### src/rtl/rvep_pkg.sv
`timescale 1ns / 1ps
// Shared types, constants and helper functions for the Euler pole pipeline.
// Depends on nothing; the other files of the block, but for the two interfaces, refer to it by scoped names.
package rvep_pkg;

  localparam int CORDIC_STEPS_DEF = 24;
  // Width of the CORDIC data path (signed) and of the angle path (signed Q24 degrees).
  localparam int CW = 52;
  localparam int AW = 34;
  localparam int ADDR_W = 4;

  typedef enum logic [1:0] {
    REG_TIME_SCALE     = 2'd0,
    REG_VELOCITY_RATIO = 2'd1,
    REG_EARTH_RADIUS   = 2'd2
  } reg_idx_t;

  localparam logic [31:0] TIME_SCALE_RST     = 32'd65536;
  localparam logic [31:0] VELOCITY_RATIO_RST = 32'd65536;
  localparam logic [15:0] EARTH_RADIUS_RST   = 16'd6371;

  localparam logic [46:0] COMP_SAT = 47'h7FFF_FFFF_FFFF;
  localparam logic [31:0] INV_GAIN_Q32 = 32'd2608131496;
  localparam logic [25:0] RATE_CONST = 26'd57295780;
  localparam logic signed [AW-1:0] DEG180_Q24 = 34'sd3019898880;
  localparam logic signed [AW-1:0] LAT_MAX = 34'sd5898240;
  localparam logic signed [AW-1:0] LON_MAX = 34'sd11796480;
  localparam logic signed [AW:0] RND_Q8 = 35'sd128;

  typedef struct packed {
    logic [31:0] time_scale;
    logic [31:0] velocity_ratio;
    logic [15:0] earth_radius;
  } cfg_t;

  // Carried alongside the longitude pass.
  typedef struct packed {
    logic [7:0]         plate;
    logic               zero;
    logic [5:0]         shift;
    logic               hzero;
    logic signed [47:0] z;
  } side1_t;

  // Carried alongside the latitude pass.
  typedef struct packed {
    logic [7:0]         plate;
    logic               zero;
    logic [5:0]         shift;
    logic signed [24:0] lon;
  } side2_t;

  // Carried through the rate stages.
  typedef struct packed {
    logic [7:0]         plate;
    logic               zero;
    logic signed [23:0] lat;
    logic signed [24:0] lon;
  } bside_t;

  // atan(2^-i) in degrees, Q24.
  function automatic logic [29:0] atan_q24(input logic [4:0] idx);
    logic [29:0] r;
    case (idx)
      5'd0: r = 30'd754974720;
      5'd1: r = 30'd445687602;
      5'd2: r = 30'd235489088;
      5'd3: r = 30'd119537938;
      5'd4: r = 30'd60000934;
      5'd5: r = 30'd30029717;
      5'd6: r = 30'd15018523;
      5'd7: r = 30'd7509720;
      5'd8: r = 30'd3754917;
      5'd9: r = 30'd1877466;
      5'd10: r = 30'd938734;
      5'd11: r = 30'd469367;
      5'd12: r = 30'd234684;
      5'd13: r = 30'd117342;
      5'd14: r = 30'd58671;
      5'd15: r = 30'd29335;
      5'd16: r = 30'd14668;
      5'd17: r = 30'd7334;
      5'd18: r = 30'd3667;
      5'd19: r = 30'd1833;
      5'd20: r = 30'd917;
      5'd21: r = 30'd458;
      5'd22: r = 30'd229;
      5'd23: r = 30'd115;
      5'd24: r = 30'd57;
      5'd25: r = 30'd29;
      5'd26: r = 30'd14;
      5'd27: r = 30'd7;
      5'd28: r = 30'd4;
      5'd29: r = 30'd2;
      5'd30: r = 30'd1;
      default: r = 30'd0;
    endcase
    return r;
  endfunction

  // Round a Q24 angle to Q16 and clamp it to plus or minus lim.
  function automatic logic signed [AW-1:0] q24_to_q16(input logic signed [AW-1:0] a,
                                                      input logic signed [AW-1:0] lim);
    logic signed [AW:0] t;
    logic signed [AW:0] hi;
    logic signed [AW:0] lo;
    hi = (AW+1)'(lim);
    lo = -hi;
    t = (AW+1)'(a) + RND_Q8;
    t = t >>> 8;
    if (t > hi) begin
      t = hi;
    end else if (t < lo) begin
      t = lo;
    end
    return AW'(t);
  endfunction

endpackage

### src/rtl/rvep_mid.sv
`timescale 1ns / 1ps
// Between the two passes: gain removal on the horizontal length and
// rounding of the longitude. Depends on rvep_pkg.
module rvep_mid (
  input  logic                           clk,
  input  logic                           rst,
  input  logic                           in_valid,
  output logic                           in_ready,
  input  logic signed [rvep_pkg::CW-1:0] in_x,
  input  logic signed [rvep_pkg::AW-1:0] in_a,
  input  rvep_pkg::side1_t               in_side,
  output logic                           out_valid,
  input  logic                           out_ready,
  output logic signed [rvep_pkg::CW-1:0] out_x,
  output logic signed [rvep_pkg::CW-1:0] out_y,
  output logic signed [rvep_pkg::AW-1:0] out_a,
  output rvep_pkg::side2_t               out_side
);

  localparam int XW = rvep_pkg::CW - 1;

  logic [1:0] v;
  logic [2:0] rdy;

  logic [XW-1:0]     xp;
  logic [XW-1:0]     ph;
  logic [63:0]       pl;
  logic signed [24:0] lon0;
  rvep_pkg::side1_t  sd0;
  logic [rvep_pkg::CW-1:0] r;

  assign rdy[2] = out_ready;
  assign rdy[1] = !v[1] || rdy[2];
  assign rdy[0] = !v[0] || rdy[1];
  assign in_ready = rdy[0];
  assign out_valid = v[1];

  always_ff @(posedge clk) begin
    if (rst) begin
      v <= '0;
    end else begin
      if (rdy[0]) v[0] <= in_valid;
      if (rdy[1]) v[1] <= v[0];
    end
  end

  assign xp = in_x[rvep_pkg::CW-1] ? '0 : in_x[XW-1:0];

  always_ff @(posedge clk) begin
    if (rdy[0]) begin
      ph   <= XW'(xp[XW-1:32] * rvep_pkg::INV_GAIN_Q32);
      pl   <= xp[31:0] * rvep_pkg::INV_GAIN_Q32;
      lon0 <= 25'(rvep_pkg::q24_to_q16(in_a, rvep_pkg::LON_MAX));
      sd0  <= in_side;
    end
  end

  assign r = {1'b0, ph} + {20'd0, pl[63:32]};

  // No horizontal part: length and longitude are both zero.
  always_ff @(posedge clk) begin
    if (rdy[1]) begin
      out_x <= sd0.hzero ? '0 : $signed({1'b0, r[XW-1:0]});
      out_y <= rvep_pkg::CW'(sd0.z);
      out_a <= '0;
      out_side.plate <= sd0.plate;
      out_side.zero  <= sd0.zero;
      out_side.shift <= sd0.shift;
      out_side.lon   <= sd0.hzero ? '0 : lon0;
    end
  end

endmodule

### config.mk
export PLATFORM = sky130hd
export DESIGN_NAME = rvep_mid
export DESIGN_NICKNAME = d
export VERILOG_FILES = /design/src/rtl/rvep_pkg.sv /design/src/rtl/rvep_mid.sv
export SDC_FILE = /design/constraint.sdc
export NUM_CORES = 2
export LEC_CHECK = 0
export BUFFER_PORTS_ARGS = -buffer_cell sky130_fd_sc_hd__clkbuf_2
export CORE_MARGIN = 8
export CORE_UTILIZATION = 45
export DETAILED_ROUTE_END_ITERATION = 7
export HOLD_SLACK_MARGIN = 0.08
export SYNTH_ARGS = -nofsm -noshare
export SYNTH_HDL_FRONTEND = slang
export SYNTH_SLANG_ARGS = --single-unit
export TNS_END_PERCENT = 20
### constraint.sdc
create_clock -name clk -period 10.43 [get_ports clk]
set_input_delay 1.5645 -clock clk [delete_from_list [all_inputs] [get_ports clk]]
set_output_delay 1.5645 -clock clk [all_outputs]
set_load 0.05 [all_outputs]
==> key figures <==
Run status
  – Outcome: completed

STA
  – Max-slew violations: 0
  – Setup TNS Final: 0 ns
  – # setup viols final: 0
  – Final period utilization: 91.5%
  – Peak Freq: 105 MHz
  – Max transition margin: about 25%
  – RSZ-0062 raised after global routing: no
  – Post-route setup slack: roughly 0.89 ns
  – Post-Route Skew: 0.0356 ns
  – Final hold violations: 0
  – Final Critical Period: ~9.5 ns
  – Measured slew at the worst slew-check pin: roughly 1.1 ns

Clock tree
  – CTS Buffer Depth: 3
  – Postcts setup bufs: 0
  – CTS root buffer: clkbuf_16
  – Clock transition at path regs: about 0.06 ns
  – TritonCTS Sinks: 310
  – Post-CTS Resized: 0
  – Inserted Clock Buffers: 37
  – CTS tree: done
  – Cts hold-fix bufs: 0
  – Clock latency at the later pin of the worst-skew pair: between 0.5 and 0.6 ns
  – H-tree levels: 2

Critical path
  – Critical Path RT: roughly 11 ns
  – R2r endpoint: out_x[48]
  – CP max FO: 22
  – FF-to-FF Start: ph[4]
  – Worst setup EP type: flop
  – Crit path DAT: 9.85 ns
  – Startpoint types: input port
  – Critical path class: input port to flop
  – R2R Setup Slk: ~6.7 ns
  – Reg2Reg Depth: 11

Synthesis
  – Ys async rst share: 0%
  – Mean Syn Cell Area: approximately 11 µm²
  – Top post-synthesis cells by count: inv_1 (1083), fa_1 (681), ha_1 (554)
  – Library cells used by synthesis: 70
  – Most common cell in the netlist: inv_1
  – Top cells by area, synth: fa_1 (33%), edfxtp_1 (23%), ha_1 (17%)
  – Post-synth top flop: edfxtp_1
  – Top-area cell type share of the netlist area: between 30% and 40%
  – Synth area leader: fa_1
  – Sequential cell area fraction in the yosys report: a little under a quarter
  – Syn Inst Count: between 3000 and 4000
  – Post-synth EDFFs: 308
  – Warnings, synthesis: 0
  – #FFs+latches synth: 310
  – Synth Cell Area: just over 0.04 mm²

Layout
  – Fin nets: between 5000 and 6000
  – Non-Filler Instances: ~5300
  – Share of cells above drive strength 1: 10.3%
  – ANT cells: 0
  – Layout area overhead: 10.3%
  – Fin util: 50.0%

Hold path
  – Hold Path Stages: 0
  – Hold path startpoint: sd0[22]
  – Hold Path Class: flop to flop
  – Hold Path End: out_y[22]

Place
  – DP Wirelength: just over 90000 µm
  – GP Congestion: 0.964
  – Dpl ws: 0.285 ns
  – Port bufs: 291
  – Placed Cells: between 5000 and 6000

Floorplan
  – Die width: between 300 and 400 µm
  – Total die area: ~0.1 mm²
  – Site Rows: between 100 and 150
  – Ports: 334
  – Initial Util: between 40% and 50%
  – Core Footprint: between 0.08 and 0.09 mm²
  – Die Height: roughly 320 µm

Drt
  – DRC errors left: 0
  – Vias: between 20000 and 30000
  – DRT iter0 DRCs: around 1500
  – DRT antenna net count: 0
  – Wirelength per Cell: 19.8 µm
  – Via density: 4.98
  – DR pass1 iterations: 5
  – Routed WL: about 100000 µm

Global routing
  – First-pass GRT wire length: 162000 µm
  – Initial antenna violation count: 3
  – Tot GR Track Use: approximately a fifth
  – GRT Residual Overflow: 0
  – Vias in the first global route: between 20000 and 30000
  – Largest net degree at the start of global routing: 79

Job
  – Max cap viols: 0
cell families (layout without fill, tap and decap cells):
logic type	Yosys count	in the layout	share of synthesized area, %
adders and majority gates	1235	1235	50.5
buffers and inverters	1164	1491	11.1
and+or+nand+nor	510	510	6.29
AOI/OAI and AO/OA	394	394	6.19
DFF	310	310	22.8
xor gates and xnor gates	140	140	3.01
muxes	4	4	0.111
other	1	35	0.00920
metal layers:
metal	wire length (µm)	part of all wire, %	track usage [%]
met2	49900	48	35.8
met1	45800	44	28.7
met4	2070	2.0	4.22
met5	0	0	0
met3	6890	6.6	3.71
stage by stage:
step	hold WS (ns)	cell area (µm²)
after floorplan	0.400	40900
after global placement	0.400	43700
after detailed placement	0.405	43700
after CTS	0.414	44900
after global routing	0.419	44900
final	0.414	44900
cell type report:
| class | instances | area (µm²) |
|---|---|---|
| fill | 8228 | 44900 |
| tap | 1176 | 1470 |
| inverter | 1083 | 4070 |
| multi-input combinational | 2318 | 27100 |
| timing repair buffer | 341 | 1830 |
| clock inverter | 27 | 255 |
| clock buffer | 40 | 958 |
| sequential | 310 | 9290 |
sequential cells by signal, indices dropped and copies added, names as in the netlist:
name and cells:
sd0 64, out_x 51, ph 48, lon0 25, out_side 40, pl 32, v 2, out_y 48
critical path, stage by stage:
cell and delay [ns]:
clkbuf_2 0.34, nand2b_1 0.39, inv_1 0.32, buf_4 0.25, ha_1 0.37, fa_1 0.54
inv_1 0.06, fa_1 0.51, fa_1 0.52, inv_1 0.05, fa_1 0.55, fa_1 0.42
fa_1 0.49, inv_1 0.05, fa_1 0.49, inv_1 0.04, ha_1 0.33, nand3_1 0.10
nor3_1 0.29, nand4_1 0.26, o211ai_1 0.28, o21ai_2 0.19, o21ai_0 0.40, a31oi_1 0.22
o21ai_0 0.35, a21oi_1 0.16, a31o_2 0.25
layout by cell type, fill, tap and decap left out, types with 6 or more instances in the layout:
cell	synthesis	routed
fa_1	681	681
a21o_1	68	68
edfxtp_1	308	308
o22ai_1	6	6
and2_1	12	12
or3_1	8	8
nand2b_1	49	49
clkbuf_16	0	38
and3_1	16	16
clkinv_1	0	10
clkbuf_2	2	291
a31oi_1	11	11
xor2_1	42	42
nor2_1	139	139
o21ai_0	70	70
a21oi_1	125	125
o21bai_1	18	18
nand3_1	37	37
nand2_1	96	95
nor4_1	6	6
nor2b_1	75	75
or2_2	8	8
xnor2_1	98	98
inv_1	1083	1082
o21a_1	16	16
a211oi_1	15	15
o31ai_1	8	8
buf_4	39	50
nor3_1	32	32
nand4_1	16	16
ha_1	554	554
o211ai_1	10	10
conb_1	1	35
how the worst max path moves through the flow:
stage / cells after the start / to / slack (ns) / startpoint
2_1_floorplan: 29 / pl[62] / 1.34 / in_x[51]
3_3_place_gp: 26 / pl[58] / 0.30 / in_x[51]
3_5_place_dp: 26 / pl[58] / 0.28 / in_x[51]
4_1_cts: 26 / pl[58] / 0.84 / in_x[51]
5_1_grt: 26 / pl[58] / 0.34 / in_x[51]
6_report: 27 / pl[60] / 0.89 / in_x[51]
Power is left out: the tool's default activity adds up to more than one toggle a clock period on the data nets, which glitch-free logic cannot reach.
