**config.mk**
```make
export PLATFORM = sky130hd
export DESIGN_NAME = rvep_regs
export DESIGN_NICKNAME = d
export VERILOG_FILES = /design/src/rtl/rvep_pkg.sv /design/src/rtl/rvep_regs.sv
export SDC_FILE = /design/constraint.sdc
export NUM_CORES = 1
export LEC_CHECK = 0
export ABC_AREA = 1
export BUFFER_PORTS_ARGS = -buffer_cell sky130_fd_sc_hd__buf_2
export CORE_ASPECT_RATIO = 0.6
export CORE_MARGIN = 5
export CORE_UTILIZATION = 35
export CTS_CLUSTER_SIZE = 28
export DETAILED_ROUTE_END_ITERATION = 16
export PLACE_DENSITY_LB_ADDON = 0.05
export SLEW_MARGIN = 10
export SYNTH_ARGS = -nofsm -noshare
export SYNTH_HDL_FRONTEND = slang
export SYNTH_SLANG_ARGS = --single-unit
```
**constraint.sdc**
```tcl
create_clock -name clk -period 0.9 [get_ports clk]
set_input_delay 0.135 -clock clk [delete_from_list [all_inputs] [get_ports clk]]
set_output_delay 0.135 -clock clk [all_outputs]
set_load 0.01 [all_outputs]
```
**src/rtl/rvep_pkg.sv**
```systemverilog
`timescale 1ns / 1ps
// Shared types, constants and helper functions for the Euler pole pipeline.
// Depends on nothing; the other files of the block, but for the two interfaces, refer to it by scoped names.
package rvep_pkg;

  localparam int CORDIC_STEPS_DEF = 24;
  // Width of the CORDIC data path (signed) and of the angle path (signed Q24 degrees).
  localparam int CW = 52;
  localparam int AW = 34;
  localparam int ADDR_W = 4;

  typedef enum logic [1:0] {
    REG_TIME_SCALE     = 2'd0,
    REG_VELOCITY_RATIO = 2'd1,
    REG_EARTH_RADIUS   = 2'd2
  } reg_idx_t;

  localparam logic [31:0] TIME_SCALE_RST     = 32'd65536;
  localparam logic [31:0] VELOCITY_RATIO_RST = 32'd65536;
  localparam logic [15:0] EARTH_RADIUS_RST   = 16'd6371;

  localparam logic [46:0] COMP_SAT = 47'h7FFF_FFFF_FFFF;
  localparam logic [31:0] INV_GAIN_Q32 = 32'd2608131496;
  localparam logic [25:0] RATE_CONST = 26'd57295780;
  localparam logic signed [AW-1:0] DEG180_Q24 = 34'sd3019898880;
  localparam logic signed [AW-1:0] LAT_MAX = 34'sd5898240;
  localparam logic signed [AW-1:0] LON_MAX = 34'sd11796480;
  localparam logic signed [AW:0] RND_Q8 = 35'sd128;

  typedef struct packed {
    logic [31:0] time_scale;
    logic [31:0] velocity_ratio;
    logic [15:0] earth_radius;
  } cfg_t;

  // Carried alongside the longitude pass.
  typedef struct packed {
    logic [7:0]         plate;
    logic               zero;
    logic [5:0]         shift;
    logic               hzero;
    logic signed [47:0] z;
  } side1_t;

  // Carried alongside the latitude pass.
  typedef struct packed {
    logic [7:0]         plate;
    logic               zero;
    logic [5:0]         shift;
    logic signed [24:0] lon;
  } side2_t;

  // Carried through the rate stages.
  typedef struct packed {
    logic [7:0]         plate;
    logic               zero;
    logic signed [23:0] lat;
    logic signed [24:0] lon;
  } bside_t;

  // atan(2^-i) in degrees, Q24.
  function automatic logic [29:0] atan_q24(input logic [4:0] idx);
    logic [29:0] r;
    case (idx)
      5'd0: r = 30'd754974720;
      5'd1: r = 30'd445687602;
      5'd2: r = 30'd235489088;
      5'd3: r = 30'd119537938;
      5'd4: r = 30'd60000934;
      5'd5: r = 30'd30029717;
      5'd6: r = 30'd15018523;
      5'd7: r = 30'd7509720;
      5'd8: r = 30'd3754917;
      5'd9: r = 30'd1877466;
      5'd10: r = 30'd938734;
      5'd11: r = 30'd469367;
      5'd12: r = 30'd234684;
      5'd13: r = 30'd117342;
      5'd14: r = 30'd58671;
      5'd15: r = 30'd29335;
      5'd16: r = 30'd14668;
      5'd17: r = 30'd7334;
      5'd18: r = 30'd3667;
      5'd19: r = 30'd1833;
      5'd20: r = 30'd917;
      5'd21: r = 30'd458;
      5'd22: r = 30'd229;
      5'd23: r = 30'd115;
      5'd24: r = 30'd57;
      5'd25: r = 30'd29;
      5'd26: r = 30'd14;
      5'd27: r = 30'd7;
      5'd28: r = 30'd4;
      5'd29: r = 30'd2;
      5'd30: r = 30'd1;
      default: r = 30'd0;
    endcase
    return r;
  endfunction

  // Round a Q24 angle to Q16 and clamp it to plus or minus lim.
  function automatic logic signed [AW-1:0] q24_to_q16(input logic signed [AW-1:0] a,
                                                      input logic signed [AW-1:0] lim);
    logic signed [AW:0] t;
    logic signed [AW:0] hi;
    logic signed [AW:0] lo;
    hi = (AW+1)'(lim);
    lo = -hi;
    t = (AW+1)'(a) + RND_Q8;
    t = t >>> 8;
    if (t > hi) begin
      t = hi;
    end else if (t < lo) begin
      t = lo;
    end
    return AW'(t);
  endfunction

endpackage

```
**src/rtl/rvep_regs.sv**
```systemverilog
`timescale 1ns / 1ps
// APB-style configuration registers of the Euler pole block.
// Depends on rvep_pkg.
module rvep_regs (
  input  logic                        clk,
  input  logic                        rst,
  input  logic                        psel,
  input  logic                        penable,
  input  logic                        pwrite,
  input  logic [rvep_pkg::ADDR_W-1:0] paddr,
  input  logic [31:0]                 pwdata,
  output logic [31:0]                 prdata,
  output logic                        pready,
  output rvep_pkg::cfg_t              cfg
);

  logic wr;
  logic [1:0] idx;

  assign pready = 1'b1;
  assign wr = psel && penable && pwrite;
  assign idx = paddr[3:2];

  always_ff @(posedge clk) begin
    if (rst) begin
      cfg.time_scale     <= rvep_pkg::TIME_SCALE_RST;
      cfg.velocity_ratio <= rvep_pkg::VELOCITY_RATIO_RST;
      cfg.earth_radius   <= rvep_pkg::EARTH_RADIUS_RST;
    end else if (wr) begin
      case (idx)
        rvep_pkg::REG_TIME_SCALE:     cfg.time_scale <= pwdata;
        rvep_pkg::REG_VELOCITY_RATIO: cfg.velocity_ratio <= pwdata;
        rvep_pkg::REG_EARTH_RADIUS:   cfg.earth_radius <= pwdata[15:0];
        default: ;
      endcase
    end
  end

  always_comb begin
    case (idx)
      rvep_pkg::REG_TIME_SCALE:     prdata = cfg.time_scale;
      rvep_pkg::REG_VELOCITY_RATIO: prdata = cfg.velocity_ratio;
      rvep_pkg::REG_EARTH_RADIUS:   prdata = {16'd0, cfg.earth_radius};
      default:                      prdata = 32'd0;
    endcase
  end

endmodule

```
==> results of run 1 <==
==> layout by cell type, fill, tap and decap left out <==
| cell type | count |
|---|---|
| clkbuf_1 | 2 |
| buf_6 | 150 |
| nor2_4 | 7 |
| nand2_2 | 26 |
| buf_12 | 17 |
| dfxtp_4 | 14 |
| clkinv_4 | 1 |
| buf_16 | 3 |
| a22o_1 | 16 |
| nand2_1 | 114 |
| inv_1 | 32 |
| o21ai_0 | 2 |
| clkinvlp_4 | 2 |
| dfxtp_2 | 66 |
| inv_6 | 2 |
| nand3_2 | 13 |
| clkbuf_16 | 13 |
| conb_1 | 1 |
| nor2_1 | 141 |
| clkinv_2 | 2 |
| buf_4 | 37 |
| nand3_1 | 84 |
| nor2_2 | 1 |
| buf_2 | 57 |
| inv_2 | 1 |
==> stage by stage <==
step | total power [W] | instance area, sq um
after floorplan | 0.004307 | 3732
after global placement | 0.004744 | 4805
after detailed placement | 0.004753 | 4805
after CTS | 0.008412 | 6304
after global routing | 0.008882 | 7003
final | 0.008514 | 7003
==> area by class of cell <==
class / instances / area share
multi-input combinational: 405 / 0.2726
tap: 139 / 0.02483
sequential: 80 / 0.2480
timing repair buffer: 268 / 0.3963
clock buffer: 11 / 0.03323
inverter: 35 / 0.02019
clock inverter: 5 / 0.004824
==> worst register-to-register path: stages (launching register included) <==
cell	delay (ns)
dfxtp_2	0.32
buf_6	0.11
buf_4	0.13
buf_6	0.11
nor2_4	0.06
nor2_1	0.04
==> cell families after synthesis <==
family	Yosys count
buffers and inverters	72
AO/OA/AOI/OAI	18
flip-flops	80
other	1
AND/OR/NAND/NOR	386
==> Yosys cell counts <==
| master | count | share of area |
|---|---|---|
| nor2_1 | 142 | 0.14 |
| nand2_1 | 140 | 0.14 |
| nand3_1 | 96 | 0.13 |
| dfxtp_1 | 80 | 0.43 |
| inv_1 | 32 | 0.032 |
| a22o_1 | 16 | 0.038 |
| buf_2 | 13 | 0.017 |
| buf_4 | 11 | 0.022 |
| buf_1 | 8 | 0.0080 |
| nor2_4 | 5 | 0.015 |
| buf_6 | 4 | 0.012 |
| inv_2 | 3 | 0.0030 |
| nor2_2 | 2 | 0.0034 |
| o21ai_0 | 2 | 0.0027 |
| clkbuf_1 | 1 | 0.0010 |
| conb_1 | 1 | 0.0010 |
| nand3_2 | 1 | 0.0027 |
==> worst paths after layout <==
| check | start | to | slack, ns | cells past startpoint |
|---|---|---|---|---|
| worst min-delay path | pwdata[6] | cfg[6] | 0.04 | 3 |
| worst max-delay path | cfg[78] | prdata[30] | -0.24 | 2 |
| worst min register to register | cfg[0] | cfg[0] | 0.49 | 2 |
| worst max register to register | cfg[45] | cfg[45] | 0.03 | 5 |
==> power groups by stage <==
stage	Sequential, W	Clock, W	Combinational [W]
detailed placement	0.00376	0	0.000993
finish	0.00368	0.00334	0.00150
floorplan	0.00379	0	0.000520
global route	0.00368	0.00357	0.00163
CTS	0.00370	0.00341	0.00130
global placement	0.00376	0	0.000987
==> per-layer routing <==
layer | up-vias | GRT usage
met3 | 12 | 0.05514
met4 | 0 | 0.04545
met5 | - | 0
met1 | 2166 | 0.2944
li1 | 2230 | -
met2 | 150 | 0.3355
==> what timing repair did <==
item                                    in CTS  in global routing
resized for setup                          216                 83
endpoints found under the hold margin        0                  0
setup buffers                               41                 45
endpoints found under the setup margin     112                124
pin swaps                                   42                 30
cloned                                       4                  4
==> impl_metrics.toml, run 1 <==
[outcome]
outcome = "complete, but fails checks"
violations = "negative setup slack"

[synth]
synth-compound-area-share = 0.04024
synth_seq_area_share = 0.4292
ys_warn_count = 0
synthMuxAreaShare = 0
synth_top_family_by_area = "simple AND/OR/NAND/NOR gates"
syn_inst = 557
synthAdderAreaFrac = 0
syn_avg_cell_area_sq_um = 6.699
post_synth_and_or_nand_nor_area_fraction = 0.4336
synth_cell_types = 17
synthesis.nets = 598
synthesis.area_sq_um = 3731
synth_xor_area_frac = 0
synth_seq_cells = 80

[grt]
grt_pass1_wl_um = 22180
antenna_found_initial = 0
grt_use_total = 0.2128
grt_pass1_vias = 4308
grt_max_degree = 36
grt_remaining_overflow = 0

[route]
num_vias = 4558
wl_met1_um = 6588
highest_layer = "met4"
wl_per_cell_um = 15.53
post-route-drc-count = 0
wl_met3_um = 1075
postRouteWirelength_um = 14640
vias_per_cell = 4.834
met2WireLength_um = 6866
postRouteAntennaNets = 0
dr.pass1.iters = 7
drtIter0Drc = 210

[critical_path]
cp.buffers_inverters = 1
path_max_fanout = 2
slowest_delay_ns = 0.33
cp_cell_sequence = "a22o_1 > buf_2"
start_kind = "flip-flop"
end_kind = "primary output"
critPathRequiredTime_ns = 0.76
critical-path-top-delay-family = "flip-flops"
cpMaxStageDelayCell = "dfxtp_2"
crit_arrival_ns = 1.01
crit_type = "reg -> out"

[sta]
fin_setup_tns_ns = -14.21
rsz0062_at_grt = "true"
clock_skew_ns = 0
slew_violations = 0
min_period_over_period = 1.269
finalWorstSetupSlack_ns = -0.2419
hold_viol_final = 0
hold_slack_ns = 0.03975
final-setup-viol-count = 112
timing.fmax_ghz = 0.8757
period_needed_ns = 1.142

[floorplan]
die_h_um = 89.98
num_rows = 29
die_w_um = 143.3
die_area_sq_um = 12890
core_sq_um = 10490
start_util = 0.3558
num_io_pins = 154

[clocking]
clock-sinks = 80
h-tree-depth = 3
clock-root-buffer = "clkbuf_16"
hold_buffers = 0
cts_buffer_depth = 2
cts_tree = "done"
cts_buffers = 9
clk_latency_ns = 0.33
clkTransAtPathRegs_ns = 0.06

[finish]
n_antenna_cell = 0
syn_to_final_growth_pct = 87.69
fill_cells = 870
regMostFlops = "cfg"
multiInputGateArea_sq_um = 1909
register_area_sq_um = 1737
drive_above_1_share = 0.5124
nNetsFinal = 840
largest_reg_flops = 80
largestRegisters = "cfg: 80 flops"
final_cells = 943
postLayoutCoreUtil = 0.6678

[pwr]
powerDensity_nw_per_um2 = 1216
netSwitchingPower_w = 0.002270
ir_drop_v = 0.0008561
power.share.clock = 0.392
switching_share = 0.2666
sequentialPowerShare = 0.432
combinationalPowerShare = 0.176
p_leak_nw = 3.407
intPower_w = 0.006244

[worst_hold_path]
hold_path_class = "in -> reg"

[placement]
dp_hpwl_um = 8356
portBuffers = 150
placed_cells = 835
gp_congestion = 0.7622
place_ws_ns = -0.2908

[run]
cap_violations = 0
No activity file was read; power rests on OpenSTA's default activity.
==> run 2, diff against run 1 <==
SETUP_SLACK_MARGIN = 0.1   (was default)
==> run 2 against run 1 <==
Compared with the run above:
- the run still ends with negative setup slack left
- clock skew did not move
- combinational power rose by 6%
- critical path depth unchanged
- die area did not move
- final area rose by 4.1%
- routed wire length rose by 6.8%
- utilization rose by 2.8 points
- cell count decreased by 0.21%
- worst hold slack worse by 0.018 ns
- global-route usage shrank 0.10 points
- maximum frequency decreased by 0.56%
- first-iteration DRC count increased by 37%
- critical path type unchanged
- critical endpoint is now prdata[24]
==> impl_metrics.toml, run 2 (same netlist as run 1, synthesis figures left out) <==
[worst_hold_path]
hold_path_class = "in -> reg"

[finish]
n_antenna_cell = 0
nNetsFinal = 840
drive_above_1_share = 0.5349
most-common-layout-cells = "buf_6 (145), nor2_1 (126), nand2_1 (115), nand3_1 (82), dfxtp_2 (62)"
largest_reg_flops = 80
final_cells = 941
final_common_cell = "buf_6"
postLayoutCoreUtil = 0.6954
regMostFlops = "cfg"
syn_to_final_growth_pct = 95.44
largestRegisters = "cfg: 80 flops"
fill_cells = 871

[critical_path]
start_kind = "flip-flop"
critPathRequiredTime_ns = 0.76
crit_type = "reg -> out"
crit_arrival_ns = 1.01
end_kind = "primary output"
path_max_fanout = 2

[clocking]
h-tree-depth = 3
clock-root-buffer = "clkbuf_16"
cts_buffer_depth = 2
clkTransAtPathRegs_ns = 0.06
hold_buffers = 0
cts_tree = "done"
clk_latency_ns = 0.34
cts_buffers = 9
clock-sinks = 80

[pwr]
netSwitchingPower_w = 0.002294
power.share.clock = 0.414
ir_drop_v = 0.001049
p_leak_nw = 3.579
powerDensity_nw_per_um2 = 1231
intPower_w = 0.006683
switching_share = 0.2555
power_w = 0.008976
sequentialPowerShare = 0.410
combinationalPowerShare = 0.177

[floorplan]
num_io_pins = 154
start_util = 0.3558
core_sq_um = 10490
num_rows = 29
die_w_um = 143.3
die_h_um = 89.98
die_area_sq_um = 12890

[route]
wl_met1_um = 7272
postRouteAntennaNets = 0
num_vias = 4580
drtIter0Drc = 287
wl_per_cell_um = 16.62
post-route-drc-count = 0
vias_per_cell = 4.867
met2WireLength_um = 7173
wl_met3_um = 965
highest_layer = "met4"
dr.pass1.iters = 5
postRouteWirelength_um = 15640

[grt]
antenna_found_initial = 0
grt_max_degree = 35
grt_remaining_overflow = 0
grt_pass1_vias = 4294
grt_use_total = 0.2118
grt_pass1_wl_um = 21940

[placement]
gp_congestion = 0.7689
dp_hpwl_um = 8402
portBuffers = 150
place_ws_ns = -0.3043
placed_cells = 837

[sta]
period_needed_ns = 1.148
clock_skew_ns = 0
rsz0062_at_grt = "true"
slew_violations = 0
fin_setup_tns_ns = -12.98
hold_viol_final = 0
final-setup-viol-count = 112
finalWorstSetupSlack_ns = -0.2483
min_period_over_period = 1.276
timing.fmax_ghz = 0.8708

[outcome]
violations = "negative setup slack"
outcome = "complete, but fails checks"

[run]
cap_violations = 0
run 2: timing repair:
item / 4_1_cts / 5_1_grt
hold endpoints to repair: 0 / 0
pin swaps: 47 / 65
buffers inserted: 37 / 40
endpoints found under the setup margin: 118 / 156
resized for setup: 232 / 104
gates cloned: 3 / 10
run 2: worst paths after layout:
check             depth (start not counted)  slack (ns)         end       start
setup / recovery                          2       -0.25  prdata[24]     cfg[40]
hold / removal                            3        0.02     cfg[64]  pwdata[16]
setup reg to reg                          4        0.09     cfg[66]     cfg[66]
hold reg to reg                           2        0.48     cfg[11]     cfg[11]
run 2: power groups by stage:
stage / Combinational (W) / Sequential [W] / Clock [W]
CTS: 0.00132 / 0.00370 / 0.00377
finish: 0.00159 / 0.00368 / 0.00371
detailed placement: 0.00101 / 0.00376 / 0
floorplan: 0.000540 / 0.00379 / 0
global route: 0.00171 / 0.00368 / 0.00393
global placement: 0.000995 / 0.00376 / 0
run 2: metal layers:
layer	GRT usage	vias to the layer above
li1	-	2239
met1	0.2928	2162
met2	0.3309	155
met3	0.05355	24
met4	0.05408	0
met5	0	-
run 2: layout make-up:
type                       count  area, sq um  area share
clock buffer                  11        252.7     0.03466
clock inverter                 3        42.54    0.005834
inverter                      35        141.4     0.01939
multi-input combinational    405         2056      0.2819
sequential                    80         1747      0.2395
tap                          139        173.9     0.02385
timing repair buffer         268         2879      0.3948
run 2: per-stage QoR:
stage               instance area [sq um]  hold WS (ns)
floorplan                            3786        0.2612
global placement                     4837        0.3607
detailed placement                   4837        0.3717
CTS                                  6390       0.01760
global route                         7292       0.02559
finish                               7292       0.02168
run 2: worst max-delay path, cell delays in order (launching register included):
cell and delay, ns:
dfxtp_2 0.33, a22o_1 0.20, buf_2 0.14
